<file path="config.mk">
export PLATFORM = sky130hd
export DESIGN_NAME = mono_note_priority_stack
export DESIGN_NICKNAME = d
export VERILOG_FILES = /design/src/sv/mnps_pkg.sv /design/src/sv/mnps_ram.sv /design/src/sv/mnps_ctrl.sv /design/src/sv/mnps_datapath.sv /design/src/sv/mono_note_priority_stack.sv
export SDC_FILE = /design/constraint.sdc
export NUM_CORES = 2
export LEC_CHECK = 0
export BUFFER_PORTS_ARGS = -buffer_cell sky130_fd_sc_hd__buf_2
export CORE_MARGIN = 3
export CORE_UTILIZATION = 40
export CTS_BUF_LIST = sky130_fd_sc_hd__clkbuf_8
export CTS_CLUSTER_DIAMETER = 30
export DETAILED_ROUTE_END_ITERATION = 8
export PLACE_DENSITY_LB_ADDON = 0.3
export SLEW_MARGIN = 20
export SYNTH_ARGS = -nofsm -noshare
export SYNTH_HDL_FRONTEND = slang
export SYNTH_SLANG_ARGS = --single-unit
</file>
<file path="constraint.sdc">
create_clock -name clk -period 7.5 [get_ports clk]
set_input_delay 0.75 -clock clk [delete_from_list [all_inputs] [get_ports clk]]
set_output_delay 0.75 -clock clk [all_outputs]
set_load 0.05 [all_outputs]
</file>
<file path="src/sv/mnps_pkg.sv">
`timescale 1ns / 1ps
`default_nettype none
// ----------------------------------------------------------------------------
// Note priority stack package
// Shared field widths, arithmetic constants, the control and status bundles
// between sequencer and datapath, and the note-to-frequency function.
// ----------------------------------------------------------------------------
package mnps_pkg;

    localparam int NOTE_W       = 7;
    localparam int VEL_W        = 7;
    localparam int FREQ_W       = 24;
    localparam int AMP_W        = 16;
    localparam int COUNT_OUT_W  = 5;
    localparam int GAIN_W       = 31;
    localparam int PROD_W       = 2 * GAIN_W;
    localparam int S_DATA_W     = 16;
    localparam int M_DATA_W     = 48;
    localparam int M_USER_W     = 2;

    localparam logic [GAIN_W-1:0] GAIN_FLOOR_Q30 = 31'd10737418;
    localparam logic [GAIN_W-1:0] GAIN_STEP_Q30  = 31'd1113711966;
    localparam logic [AMP_W-1:0]  GAIN_MAX_Q15   = 16'd32768;

    localparam logic OP_NOTE_ON  = 1'b0;
    localparam logic OP_NOTE_OFF = 1'b1;

    typedef struct packed {
        logic load_in;
        logic push;
        logic drop;
        logic mul;
        logic rnd;
        logic gain_set;
        logic walk_init;
        logic walk_cmp;
        logic walk_end;
        logic top_rd;
        logic top_set;
        logic out_load;
    } mnps_cmd_t;

    typedef struct packed {
        logic is_on;
        logic full;
        logic iter_done;
        logic walk_done;
        logic top_ok;
        logic out_busy;
    } mnps_status_t;

    function automatic logic [FREQ_W-1:0] top_octave(input logic [3:0] semi);
        logic [FREQ_W-1:0] f;
        begin
            case (semi)
                4'd0:    f = 24'd8572947;
                4'd1:    f = 24'd9082720;
                4'd2:    f = 24'd9622807;
                4'd3:    f = 24'd10195009;
                4'd4:    f = 24'd10801236;
                4'd5:    f = 24'd11443511;
                4'd6:    f = 24'd12123977;
                4'd7:    f = 24'd12844906;
                4'd8:    f = 24'd13608704;
                4'd9:    f = 24'd14417920;
                4'd10:   f = 24'd15275254;
                4'd11:   f = 24'd16183568;
                default: f = '0;
            endcase
            return f;
        end
    endfunction

    // Octave is note / 12, taken as (note * 43) >> 9, exact for every 7-bit note.
    function automatic logic [FREQ_W-1:0] note_to_freq(input logic [NOTE_W-1:0] note);
        logic [12:0]       oct_prod;
        logic [3:0]        octave;
        logic [NOTE_W-1:0] semi;
        logic [3:0]        sh;
        logic [FREQ_W-1:0] base;
        logic [FREQ_W:0]   sum;
        begin
            oct_prod = 13'(note) * 13'd43;
            octave   = oct_prod[12:9];
            semi     = note - NOTE_W'(octave) * NOTE_W'(12);
            sh       = 4'd10 - octave;
            base     = top_octave(semi[3:0]);
            if (sh == 4'd0)
                return base;
            sum = {1'b0, base} + ((FREQ_W + 1)'(1) << (sh - 4'd1));
            return FREQ_W'(sum >> sh);
        end
    endfunction

endpackage
`default_nettype wire

</file>
<file path="src/sv/mnps_ram.sv">
`timescale 1ns / 1ps
`default_nettype none
// ----------------------------------------------------------------------------
// Generic single-port-write RAM
// One write port and one read port with registered read data.
// ----------------------------------------------------------------------------
module mnps_ram #(
    parameter int WIDTH = 7,
    parameter int DEPTH = 16
) (
    input  wire logic                                       clk,
    input  wire logic                                       we,
    input  wire logic [(DEPTH > 1 ? $clog2(DEPTH) : 1)-1:0] waddr,
    input  wire logic [WIDTH-1:0]                           wdata,
    input  wire logic [(DEPTH > 1 ? $clog2(DEPTH) : 1)-1:0] raddr,
    output logic      [WIDTH-1:0]                           rdata
);

    logic [WIDTH-1:0] mem [DEPTH];
    logic [WIDTH-1:0] rdata_reg;

    always_ff @(posedge clk)
    begin
        if (we)
        begin
            mem[waddr] <= wdata;
        end
        rdata_reg <= mem[raddr];
    end

    assign rdata = rdata_reg;

endmodule
`default_nettype wire

</file>
<file path="src/sv/mnps_ctrl.sv">
`timescale 1ns / 1ps
`default_nettype none
// ----------------------------------------------------------------------------
// Note priority stack sequencer
// Steps one event through push and gain iteration, stack compaction, or a drop when the stack is full.
// ----------------------------------------------------------------------------
module mnps_ctrl (
    input  wire logic                  clk,
    input  wire logic                  rst_n,
    input  wire logic                  in_valid,
    output logic                       in_ready,
    input  wire mnps_pkg::mnps_status_t status,
    output mnps_pkg::mnps_cmd_t        cmd
);

    localparam logic [3:0] S_IDLE   = 4'd0;
    localparam logic [3:0] S_DECODE = 4'd1;
    localparam logic [3:0] S_PUSH   = 4'd2;
    localparam logic [3:0] S_LOOP   = 4'd3;
    localparam logic [3:0] S_RND    = 4'd4;
    localparam logic [3:0] S_RD     = 4'd5;
    localparam logic [3:0] S_CMP    = 4'd6;
    localparam logic [3:0] S_TOPRD  = 4'd7;
    localparam logic [3:0] S_TOPSET = 4'd8;
    localparam logic [3:0] S_FINISH = 4'd9;

    logic [3:0] state_reg;
    logic [3:0] state_next;

    always_comb
    begin
        cmd        = '0;
        state_next = state_reg;
        case (state_reg)
            S_IDLE:
            begin
                if (in_valid)
                begin
                    cmd.load_in = 1'b1;
                    state_next  = S_DECODE;
                end
            end
            S_DECODE:
            begin
                if (status.is_on)
                begin
                    if (status.full)
                    begin
                        cmd.drop   = 1'b1;
                        state_next = S_FINISH;
                    end
                    else
                    begin
                        state_next = S_PUSH;
                    end
                end
                else
                begin
                    cmd.walk_init = 1'b1;
                    state_next    = S_RD;
                end
            end
            S_PUSH:
            begin
                cmd.push   = 1'b1;
                state_next = S_LOOP;
            end
            S_LOOP:
            begin
                if (status.iter_done)
                begin
                    cmd.gain_set = 1'b1;
                    state_next   = S_FINISH;
                end
                else
                begin
                    cmd.mul    = 1'b1;
                    state_next = S_RND;
                end
            end
            S_RND:
            begin
                cmd.rnd    = 1'b1;
                state_next = S_LOOP;
            end
            S_RD:
            begin
                if (status.walk_done)
                begin
                    cmd.walk_end = 1'b1;
                    state_next   = status.top_ok ? S_TOPRD : S_FINISH;
                end
                else
                begin
                    state_next = S_CMP;
                end
            end
            S_CMP:
            begin
                cmd.walk_cmp = 1'b1;
                state_next   = S_RD;
            end
            S_TOPRD:
            begin
                cmd.top_rd = 1'b1;
                state_next = S_TOPSET;
            end
            S_TOPSET:
            begin
                cmd.top_set = 1'b1;
                state_next  = S_FINISH;
            end
            S_FINISH:
            begin
                if (!status.out_busy)
                begin
                    cmd.out_load = 1'b1;
                    state_next   = S_IDLE;
                end
            end
            default:
            begin
                state_next = S_IDLE;
            end
        endcase
    end

    always_ff @(posedge clk or negedge rst_n)
    begin
        if (!rst_n)
        begin
            state_reg <= S_IDLE;
        end
        else
        begin
            state_reg <= state_next;
        end
    end

    assign in_ready = (state_reg == S_IDLE);

endmodule
`default_nettype wire

</file>
<file path="src/sv/mnps_datapath.sv">
`timescale 1ns / 1ps
`default_nettype none
// ----------------------------------------------------------------------------
// Note priority stack datapath
// Holds the note stack, count, pitch, gain, the gain multiplier and the
// output register.
// ----------------------------------------------------------------------------
module mnps_datapath #(
    parameter int STACK_DEPTH = 16
) (
    input  wire logic                              clk,
    input  wire logic                              rst_n,
    input  wire mnps_pkg::mnps_cmd_t               cmd,
    output mnps_pkg::mnps_status_t                 status,
    input  wire logic [mnps_pkg::S_DATA_W-1:0]     in_data,
    input  wire logic                              in_user,
    output logic                                   out_valid,
    input  wire logic                              out_ready,
    output logic      [mnps_pkg::M_DATA_W-1:0]     out_data,
    output logic      [mnps_pkg::M_USER_W-1:0]     out_user
);

    localparam int AW = (STACK_DEPTH > 1) ? $clog2(STACK_DEPTH) : 1;
    localparam int CW = $clog2(STACK_DEPTH + 1);

    localparam int NW = mnps_pkg::NOTE_W;
    localparam int VW = mnps_pkg::VEL_W;
    localparam int FW = mnps_pkg::FREQ_W;
    localparam int GW = mnps_pkg::GAIN_W;
    localparam int PW = mnps_pkg::PROD_W;
    localparam int AMW = mnps_pkg::AMP_W;

    logic          op_reg;
    logic [NW-1:0] note_reg;
    logic [VW-1:0] vel_reg;
    logic [CW-1:0] count_reg, count_next;
    logic [CW-1:0] r_reg, r_next;
    logic [CW-1:0] w_reg, w_next;
    logic          top_hit_reg, top_hit_next;
    logic [FW-1:0] pitch_reg, pitch_next;
    logic [AMW-1:0] gain_reg, gain_next;
    logic [GW-1:0] g_reg;
    logic [PW-1:0] prod_reg;
    logic [VW-1:0] iter_reg;
    logic          changed_reg, changed_next;
    logic          dropped_reg, dropped_next;
    logic          out_valid_reg, out_valid_next;
    logic [mnps_pkg::M_DATA_W-1:0] out_data_reg;
    logic [mnps_pkg::M_USER_W-1:0] out_user_reg;

    logic          ram_we;
    logic [AW-1:0] ram_waddr;
    logic [NW-1:0] ram_wdata;
    logic [AW-1:0] ram_raddr;
    logic [NW-1:0] ram_rdata;
    logic [CW-1:0] w_dec;
    logic [CW-1:0] r_inc;
    logic          keep;
    logic [PW:0]   rnd_sum;
    logic [GW:0]   q_sum;
    logic [GW-15:0] q_val;
    logic [AMW-1:0] gain_clamped;

    assign w_dec = w_reg - CW'(1);
    assign r_inc = r_reg + CW'(1);
    assign keep  = (ram_rdata != note_reg);

    assign ram_we    = cmd.push || (cmd.walk_cmp && keep);
    assign ram_waddr = cmd.push ? count_reg[AW-1:0] : w_reg[AW-1:0];
    assign ram_wdata = cmd.push ? note_reg : ram_rdata;
    assign ram_raddr = cmd.top_rd ? w_dec[AW-1:0] : r_reg[AW-1:0];

    mnps_ram #(
        .WIDTH (NW),
        .DEPTH (STACK_DEPTH)
    ) u_stack (
        .clk   (clk),
        .we    (ram_we),
        .waddr (ram_waddr),
        .wdata (ram_wdata),
        .raddr (ram_raddr),
        .rdata (ram_rdata)
    );

    assign rnd_sum = {1'b0, prod_reg} + (PW + 1)'(64'd1 << 29);
    assign q_sum   = {1'b0, g_reg} + (GW + 1)'(16384);
    assign q_val   = q_sum[GW:15];
    assign gain_clamped = (q_val > (GW - 14)'(mnps_pkg::GAIN_MAX_Q15))
                          ? mnps_pkg::GAIN_MAX_Q15 : AMW'(q_val);

    assign status.is_on     = (op_reg == mnps_pkg::OP_NOTE_ON) && (vel_reg != '0);
    assign status.full      = (count_reg == CW'(STACK_DEPTH));
    assign status.iter_done = (iter_reg >= vel_reg);
    assign status.walk_done = (r_reg == count_reg);
    assign status.top_ok    = top_hit_reg && (w_reg != '0);
    assign status.out_busy  = out_valid_reg && !out_ready;

    always_comb
    begin
        count_next     = count_reg;
        r_next         = r_reg;
        w_next         = w_reg;
        top_hit_next   = top_hit_reg;
        pitch_next     = pitch_reg;
        gain_next      = gain_reg;
        changed_next   = changed_reg;
        dropped_next   = dropped_reg;
        out_valid_next = out_valid_reg && !out_ready;
        if (cmd.load_in)
        begin
            changed_next = 1'b0;
            dropped_next = 1'b0;
        end
        if (cmd.drop)
        begin
            dropped_next = 1'b1;
        end
        if (cmd.push)
        begin
            count_next   = count_reg + CW'(1);
            pitch_next   = mnps_pkg::note_to_freq(note_reg);
            changed_next = 1'b1;
        end
        if (cmd.gain_set)
        begin
            gain_next = gain_clamped;
        end
        if (cmd.walk_init)
        begin
            r_next       = '0;
            w_next       = '0;
            top_hit_next = 1'b0;
        end
        if (cmd.walk_cmp)
        begin
            r_next = r_inc;
            if (keep)
            begin
                w_next = w_reg + CW'(1);
            end
            else if (r_inc == count_reg)
            begin
                top_hit_next = 1'b1;
            end
        end
        if (cmd.walk_end)
        begin
            count_next = w_reg;
        end
        if (cmd.top_set)
        begin
            pitch_next   = mnps_pkg::note_to_freq(ram_rdata);
            changed_next = 1'b1;
        end
        if (cmd.out_load)
        begin
            out_valid_next = 1'b1;
        end
    end

    always_ff @(posedge clk or negedge rst_n)
    begin
        if (!rst_n)
        begin
            count_reg     <= '0;
            pitch_reg     <= '0;
            gain_reg      <= '0;
            out_valid_reg <= 1'b0;
            r_reg         <= '0;
            w_reg         <= '0;
            top_hit_reg   <= 1'b0;
            changed_reg   <= 1'b0;
            dropped_reg   <= 1'b0;
        end
        else
        begin
            count_reg     <= count_next;
            pitch_reg     <= pitch_next;
            gain_reg      <= gain_next;
            out_valid_reg <= out_valid_next;
            r_reg         <= r_next;
            w_reg         <= w_next;
            top_hit_reg   <= top_hit_next;
            changed_reg   <= changed_next;
            dropped_reg   <= dropped_next;
        end
    end

    always_ff @(posedge clk)
    begin
        if (cmd.load_in)
        begin
            op_reg   <= in_user;
            note_reg <= in_data[NW-1:0];
            vel_reg  <= in_data[NW+VW-1:NW];
        end
        if (cmd.push)
        begin
            g_reg    <= mnps_pkg::GAIN_FLOOR_Q30;
            iter_reg <= VW'(1);
        end
        if (cmd.mul)
        begin
            prod_reg <= PW'(g_reg) * PW'(mnps_pkg::GAIN_STEP_Q30);
        end
        if (cmd.rnd)
        begin
            g_reg    <= GW'(rnd_sum >> 30);
            iter_reg <= iter_reg + VW'(1);
        end
        if (cmd.out_load)
        begin
            out_data_reg <= {3'b000, mnps_pkg::COUNT_OUT_W'(count_reg), gain_reg, pitch_reg};
            out_user_reg <= {dropped_reg, changed_reg};
        end
    end

    assign out_valid = out_valid_reg;
    assign out_data  = out_data_reg;
    assign out_user  = out_user_reg;

endmodule
`default_nettype wire

</file>
<file path="src/sv/mono_note_priority_stack.sv">
`timescale 1ns / 1ps
`default_nettype none
// ----------------------------------------------------------------------------
// Monophonic last-note priority stack
// Tracks held MIDI notes and gives the pitch and gain of the newest note.
// ----------------------------------------------------------------------------
// The time from the accepted word to a valid result is set by the gain loop for a
// note on, which repeats a multiply and a round step until the count reaches the
// velocity; a dropped note on skips it. A note off walks the stack, then reloads
// the pitch when the newest note went and notes remain; the walk reads one entry per step and rewrites it if kept.
// One event at a time: the next word is taken in the cycle after the result is
// queued, and a stalled output delays the queuing. Reset clears count, pitch, gain and the output valid.
module mono_note_priority_stack #(
    parameter int STACK_DEPTH = 16
) (
    input  wire logic        clk,
    input  wire logic        rst_n,
    input  wire logic        s_axis_tvalid,
    output logic             s_axis_tready,
    input  wire logic [15:0] s_axis_tdata,  // note_number, velocity, zero pad
    input  wire logic        s_axis_tuser,  // operation
    output logic             m_axis_tvalid,
    input  wire logic        m_axis_tready,
    output logic      [47:0] m_axis_tdata,  // frequency, amplitude, note_count, zero pad
    output logic      [1:0]  m_axis_tuser   // pitch_changed, note_dropped
);

    mnps_pkg::mnps_cmd_t    cmd;
    mnps_pkg::mnps_status_t status;

    mnps_ctrl u_ctrl (
        .clk      (clk),
        .rst_n    (rst_n),
        .in_valid (s_axis_tvalid),
        .in_ready (s_axis_tready),
        .status   (status),
        .cmd      (cmd)
    );

    mnps_datapath #(
        .STACK_DEPTH (STACK_DEPTH)
    ) u_datapath (
        .clk       (clk),
        .rst_n     (rst_n),
        .cmd       (cmd),
        .status    (status),
        .in_data   (s_axis_tdata),
        .in_user   (s_axis_tuser),
        .out_valid (m_axis_tvalid),
        .out_ready (m_axis_tready),
        .out_data  (m_axis_tdata),
        .out_user  (m_axis_tuser)
    );

endmodule
`default_nettype wire

</file>
### Word-level counts from Yosys, hierarchy flattened

Memory sizes are Yosys's and may differ from the RTL's. A register that Yosys moved wholly into a read port is not among the register bits.
Cells that the tools add are included.

| cells by class | value |
|---|---|
| shift-type cells | 4 |
| equality and inequality tests | 15 |
| reductions and logical operators | 19 |
| multiply operators | 5 |
| div/mod/pow operators | 0 |
| add/subtract/negate cells | 15 |
| muxes and demuxes | 66 |
| bitwise gates (word level) | 1 |
| order comparisons | 2 |

Operator list:

| kind | count |
|---|---|
| $mux W24 | 8 |
| $mux W31 | 2 |
| $add A61 B30 Y61 const B | 1 |
| $mul A31 B30 Y60 const B | 1 |
| $add A24 B25 Y25 | 2 |
| $shl A1 B4 Y25 const A | 2 |
| $shr A25 B4 Y24 | 2 |
| $mux W4 | 9 |
| $pmux W4 S9 | 1 |
| $mux W1 | 35 |
| $mux W5 | 7 |
| $add A31 B15 Y32 const B | 1 |
| $mul A7 B6 Y13 const B | 2 |
| $mux W7 | 3 |
| $gt A17 B16 Y1 const B | 1 |
| $eq A4 B3 Y1 const B | 4 |
| $mux W16 | 1 |
| $add A5 B1 Y5 const B | 3 |
| $logic_not A4 Y1 | 3 |
| $sub A4 B1 Y4 const B | 3 |
| $eq A5 B5 Y1 | 2 |
| $reduce_bool A2 Y1 | 5 |
| $eq A4 B2 Y1 const B | 2 |
| $eq A4 B4 Y1 const B | 2 |
| 18 further kinds | 25 |

| storage, ports and cells | value |
|---|---|
| bits in read-only memories | 768 |
| bits in writable memories | 112 |
| bits in registers | 223 |
| memories | 3 |
| bits in latches | 0 |
| word-level logic and storage cells | 148 |

Memories:

| name | depth | width | rd ports | clocked after memory_dff | write ports | RTL line | source |
|---|---|---|---|---|---|---|---|
| (no name shown) | 16 | 24 | 1 | 0 | 0 | mnps_pkg.sv:55 | `case (semi)` |
| (no name shown) | 16 | 24 | 1 | 0 | 0 | mnps_pkg.sv:55 |  |
| u_datapath.u_stack.mem | 16 | 7 | 1 | 1 | 1 | mnps_ram.sv:19 | `logic [WIDTH-1:0] mem [DEPTH];` |

### Longest topological paths before layout

An unclocked memory read counts as a cell.

| depth | value |
|---|---|
| word-level depth | 10 |
| gate-level depth with buffers | 33 |
| gate-level depth less buffers | 30 |

### Modules after synthesis

A second synthesis with hierarchy kept.

| second synthesis, totals | value |
|---|---|
| cell total of the unflattened synthesis | 3543 |
| area, all modules | 35810.6 sq um |

By module, submodules not included:

| module | sequential area each (sq um) | cells each | area an instance (sq um) | instances |
|---|---|---|---|---|
| mnps_datapath | 5440.2 | 3282 | 30835.8 | 1 |
| mnps_ram | 3503.4 | 203 | 4530.6 | 1 |
| mnps_ctrl | 100.1 | 58 | 444.2 | 1 |

### Worst setup path after synthesis

Ideal clock, no wire load.

| timing | value |
|---|---|
| kind | register to register |
| from | register u_datapath.u_stack.rdata_reg[1] (netlist: u_datapath.u_stack.rdata[1]) (read register of u_datapath.u_stack.mem) |
| to | register u_datapath.pitch_reg[13] |
| stages on the path, launching flop included | 33 |
| period minus slack after synthesis | 8245 ps |
| library setup time | 123 ps |
| data required time | 7377 ps |
| arrival | 8122 ps |
| slack | -745 ps |
| path buffers | 7 |
| path through | dfxtp_1 ha_1 inv_1 fa_1 fa_1 inv_1 ha_1 nor3_1 a221oi_1 or4_1 nand2_1 buf_2 buf_2 buf_2 ha_1 buf_4 xnor3_1 buf_6 clkbuf_1 clkbuf_1 nor2_1 a22oi_1 ha_1 o21a_1 o21a_1 and3_1 o311ai_1 a21oi_2 mux2i_1 or3_1 mux4_2 a221o_1 o221a_1 |

| between the ends | value |
|---|---|
| longest elaborated chain between the ends | 9 |
| elaborated cells between the ends (all ways) | 16 |
| those cells by class | add/sub (4); mul (2); shift (2); mux (6); reduce/logical (1); memory (1) |

RTL lines:

| element | RTL line | source |
|---|---|---|
| from (decl) | mnps_ram.sv:20 | `logic [WIDTH-1:0] rdata_reg;` |
| $mul A7 B6 Y13 | mnps_pkg.sv:83 | `oct_prod = 13'(note) * 13'd43;` |
| $mul A4 B2 Y2 | mnps_pkg.sv:85 | `semi = note - NOTE_W'(octave) * NOTE_W'(12);` |
| $sub A4 B4 Y4 | mnps_pkg.sv:85 |  |
| $mem_v2 Z16 W24 | n/a |  |
| $mux W24 | mnps_datapath.sv:150 | `if (cmd.top_set)` |
| $add A24 B25 Y25 | mnps_pkg.sv:90 | `sum = {1'b0, base} + ((FREQ_W + 1)'(1) << (sh - 4'd1));` |
| $shr A25 B4 Y24 | mnps_pkg.sv:91 | `return FREQ_W'(sum >> sh);` |
| $mux W24 (*) | mnps_pkg.sv:90 |  |
| $mux W24 (*) | mnps_datapath.sv:150 |  |
| to (signal assigned) | mnps_datapath.sv:178 | `pitch_reg <= pitch_next;` |
| to (decl) | mnps_datapath.sv:40 | `logic [FW-1:0] pitch_reg, pitch_next;` |

Every way passes the cells marked *; elsewhere a longest branch is shown, timed or not. The select of a mux whose other input is x is not followed.
A chain may end at the register's enable or synchronous reset.

### Worst setup path after layout

| timing | value |
|---|---|
| from | register u_datapath.g_reg[16] |
| to | register u_datapath.prod_reg[60], data pin |

| between the ends | value |
|---|---|
| longest elaborated chain between the ends | 1 |

RTL lines:

| element | RTL line | source |
|---|---|---|
| from (decl) | mnps_datapath.sv:42 | `logic [GW-1:0] g_reg;` |
| from (signal assigned) | mnps_datapath.sv:199 | `g_reg <= mnps_pkg::GAIN_FLOOR_Q30;` |
| from (signal assigned) | mnps_datapath.sv:208 | `g_reg <= GW'(rnd_sum >> 30);` |
| $mul A31 B30 Y60 | mnps_datapath.sv:204 | `prod_reg <= PW'(g_reg) * PW'(mnps_pkg::GAIN_STEP_Q30);` |
| to (signal assigned) | mnps_datapath.sv:204 |  |
| to (decl) | mnps_datapath.sv:43 | `logic [PW-1:0] prod_reg;` |

Every way passes these cells.

==> metrics.yaml <==
detailed_routing:
  drtIter0Drc: 1816
  drt_wl_total_mm: 98.3
  ant_nets: 0
  wl_per_cell_um: 19.5
  viasPerCell: 5.32
  vias: 26751
  drc: 0
  drt_first_pass_iters: 5
place:
  dp_hpwl_mm: 79.4
  port_buffers: 67
  post_dp_cell_area_um2: 38900
  gp_congestion: 0.952
critical_path:
  crit_arrival_ns: 7.75
  crit_required_ns: 7.94
  startpoint: "u_datapath.g_reg[16]"
  path_common_cell: "fa_1"
  worst_path_max_delay_cell: "fa_1"
  critPathKind: "flip-flop to flip-flop"
  cp_max_fo: 4
  reg2reg_slack_ns: 0.19
  crit_path_cell_trace: "fa_1, ha_1, fa_1, inv_1, fa_1, fa_1, fa_1, inv_1, fa_1, fa_1, ha_1, a21oi_1, buf_4, nand4_1, nand2_1, nor3_4, a211oi_4, buf_6, a211oi_4, o21a_1, a21o_1, a21oi_2, xnor2_1"
  r2r.worst_path.cells: 23
  critPathLaunchType: "flip-flop"
  r2r_start: "u_datapath.g_reg[16]"
  slowest_delay_ns: 0.57
  crit_family: "adder cells"
  cp-end-kind: "flip-flop"
  crit_buf_inv: 4
  reg2reg_to: "u_datapath.prod_reg[60]"
logic_synthesis:
  yosysSeqAreaShare_pct: 25.5
  synth-xor-area-share_pct: 3.92
  synthMuxAreaShare_pct: 5.62
  synthTopCellsByCount: "inv_1 (642), ha_1 (495), fa_1 (332)"
  synth_compound_area_share_pct: 10.5
  ys_warn_count: 0
  synth_top_family_by_area: "adder cells"
  synth-simple-area-share_pct: 10.3
  syn_avg_cell_area_um2: 10.2
  ys.flop_type: "edfxtp_1"
  yosysMostFrequentCell: "inv_1"
  synthAdderAreaFrac_pct: 36.2
  synth_edf_count: 244
  netlist.area_leader.share_pct: 20.6
  synth_area_um2: 35500
  synthCells: 3468
  yosysTopAreaCell: "edfxtp_1"
  ys_seq_elements: 314
  ys_top_cells_by_area: "edfxtp_1 (21%), fa_1 (19%), ha_1 (17%)"
  async_flop_share_pct: 20.1
  synth_cell_types: 104
cts:
  numCtsBuffers: 76
  clock_tree.root_cell: "clkbuf_8"
  cts_max_level: 3
  cts_tree: "done"
  path_clk_slew_ns: 0.06
  clk_latency_ns: 0.69
  clock-sinks: 314
  clock_path_buffers: 3
grt:
  grt_usage_pct: 21.2
  grt_pass1_vias: 26785
  grt.overflow.total: 0
  grt_max_degree: 64
  antenna_found_initial: 5
  grt_pass1_wl_mm: 153
sta:
  fin_tns_setup_ns: 0
  finalSetupViolations: 0
  clock_skew_ns: 0.0437
  slew_viol_final: 0
  finalCriticalPeriod_ns: 7.31
  final.period_utilization_pct: 97.5
  holdWs_ns: 0.154
  worst_slew_pin_slew_ns: 1.16
  fmax_mhz: 137
  hold_viol: 0
  slew_headroom_pct: 22.0
final_layout:
  area_growth_pct: 17.9
  largest_reg_flops: 112
  layout-drive-gt1-share_pct: 19.2
  fin_nets: 4657
  finalInstanceArea_um2: 41900
floorplan:
  start_util_pct: 40.6
  core_um2: 87400
  die-area_um2: 92400
  die_x_um: 304
  rows: 108
  die_h_um: 304
  io_pins: 73
run_status:
  status: "complete, no violations"
min_path:
  hold_path_class: "primary input to asynchronous set/reset pin"
flow_run:
  cap_violations: 0
==> cells in the final DEF, fill, tap and decap left out, drive strengths merged, types with 8 or more instances in the layout <==
cell type / instances
o21a: 22
fa: 332
a21oi: 119
nand3: 61
a21o: 44
nand2b: 21
o21ai: 122
mux4: 57
a21boi: 8
nor3: 59
mux2i: 45
or3: 15
and3: 32
nand2: 230
or2: 16
xnor2: 88
o21bai: 12
nor2: 176
o31a: 8
ha: 495
bufinv: 13
a31oi: 21
buf: 365
edfxtp: 244
and2: 33
o211ai: 20
dfrtp: 63
clkinv: 20
nor2b: 35
a211o: 14
a221oi: 13
xor2: 55
inv: 664
o22ai: 16
o31ai: 12
clkbuf: 79
nor4: 21
mux2: 23
nand4: 36
a211oi: 36
==> per-layer routing <==
metal  part of all wire (%)  up-vias  track usage [%]  wire length (um)
met2                     45      826             32.8             44500
li1                       -    12601                -                 -
met5                      0        -                0                 0
met1                     46    13189             30.5             44900
met3                    6.5      135             3.61              6380
met4                    2.6        0             5.97              2520
==> final cells by class <==
type / instances / area, um2
diodes: 2 / 5.00
clock buffers: 79 / 1090
clock inverters: 61 / 713
fillers: 8047 / 45600
inverters: 643 / 2410
multi-input cells: 2409 / 24500
flip-flops and latches: 314 / 9050
well taps: 1155 / 1450
repair buffers: 365 / 2610
==> cells by family after synthesis <==
logic type	after synthesis
multiplexers	125
buffers and inverters	748
adder cells (fa/ha/maj)	827
flip-flops	314
AND/OR/NAND/NOR	757
AO/OA/AOI/OAI	547
other	1
XOR/XNOR	149
==> stage by stage <==
stage / utilization (%) / std cells / worst slack, ns
floorplan: - / 3470 / 0.00861
global placement: 44.5 / 4837 / -0.159
detailed placement: 44.5 / 4837 / -0.200
CTS: 46.6 / 4986 / 0.00303
global route: 47.9 / 5028 / -0.0795
finish: 47.9 / 5028 / 0.187
==> worst reg2reg max path, cell delays in order (launching register included) <==
cell	delay, ns
edfxtp_1	0.55
fa_1	0.58
ha_1	0.33
fa_1	0.49
inv_1	0.06
fa_1	0.55
fa_1	0.46
fa_1	0.55
inv_1	0.06
fa_1	0.50
fa_1	0.49
ha_1	0.36
a21oi_1	0.28
buf_4	0.18
nand4_1	0.27
nand2_1	0.22
nor3_4	0.06
a211oi_4	0.25
buf_6	0.15
a211oi_4	0.06
o21a_1	0.23
a21o_1	0.20
a21oi_2	0.15
xnor2_1	0.07
==> worst max-delay path by stage <==
stage / end / slack, ns / cells past startpoint
finish: u_datapath.prod_reg[60] / 0.19 / 23
global route: u_datapath.pitch_reg[16] / -0.08 / 31
CTS: u_datapath.pitch_reg[6] / 0.003 / 28
detailed placement: u_datapath.prod_reg[60] / -0.20 / 25
global placement: u_datapath.prod_reg[60] / -0.16 / 25
floorplan: u_datapath.pitch_reg[13] / 0.009 / 32
==> what timing repair did <==
action,CTS,global route
cloned,0,1
endpoints found under the setup margin,17,42
pin swaps,2,83
resized for setup,10,153
buffers inserted,9,39
hold buffers,0,0
Power is left out: the tool's default activity adds up to more than one toggle a clock period on the data nets, which glitch-free logic cannot reach.
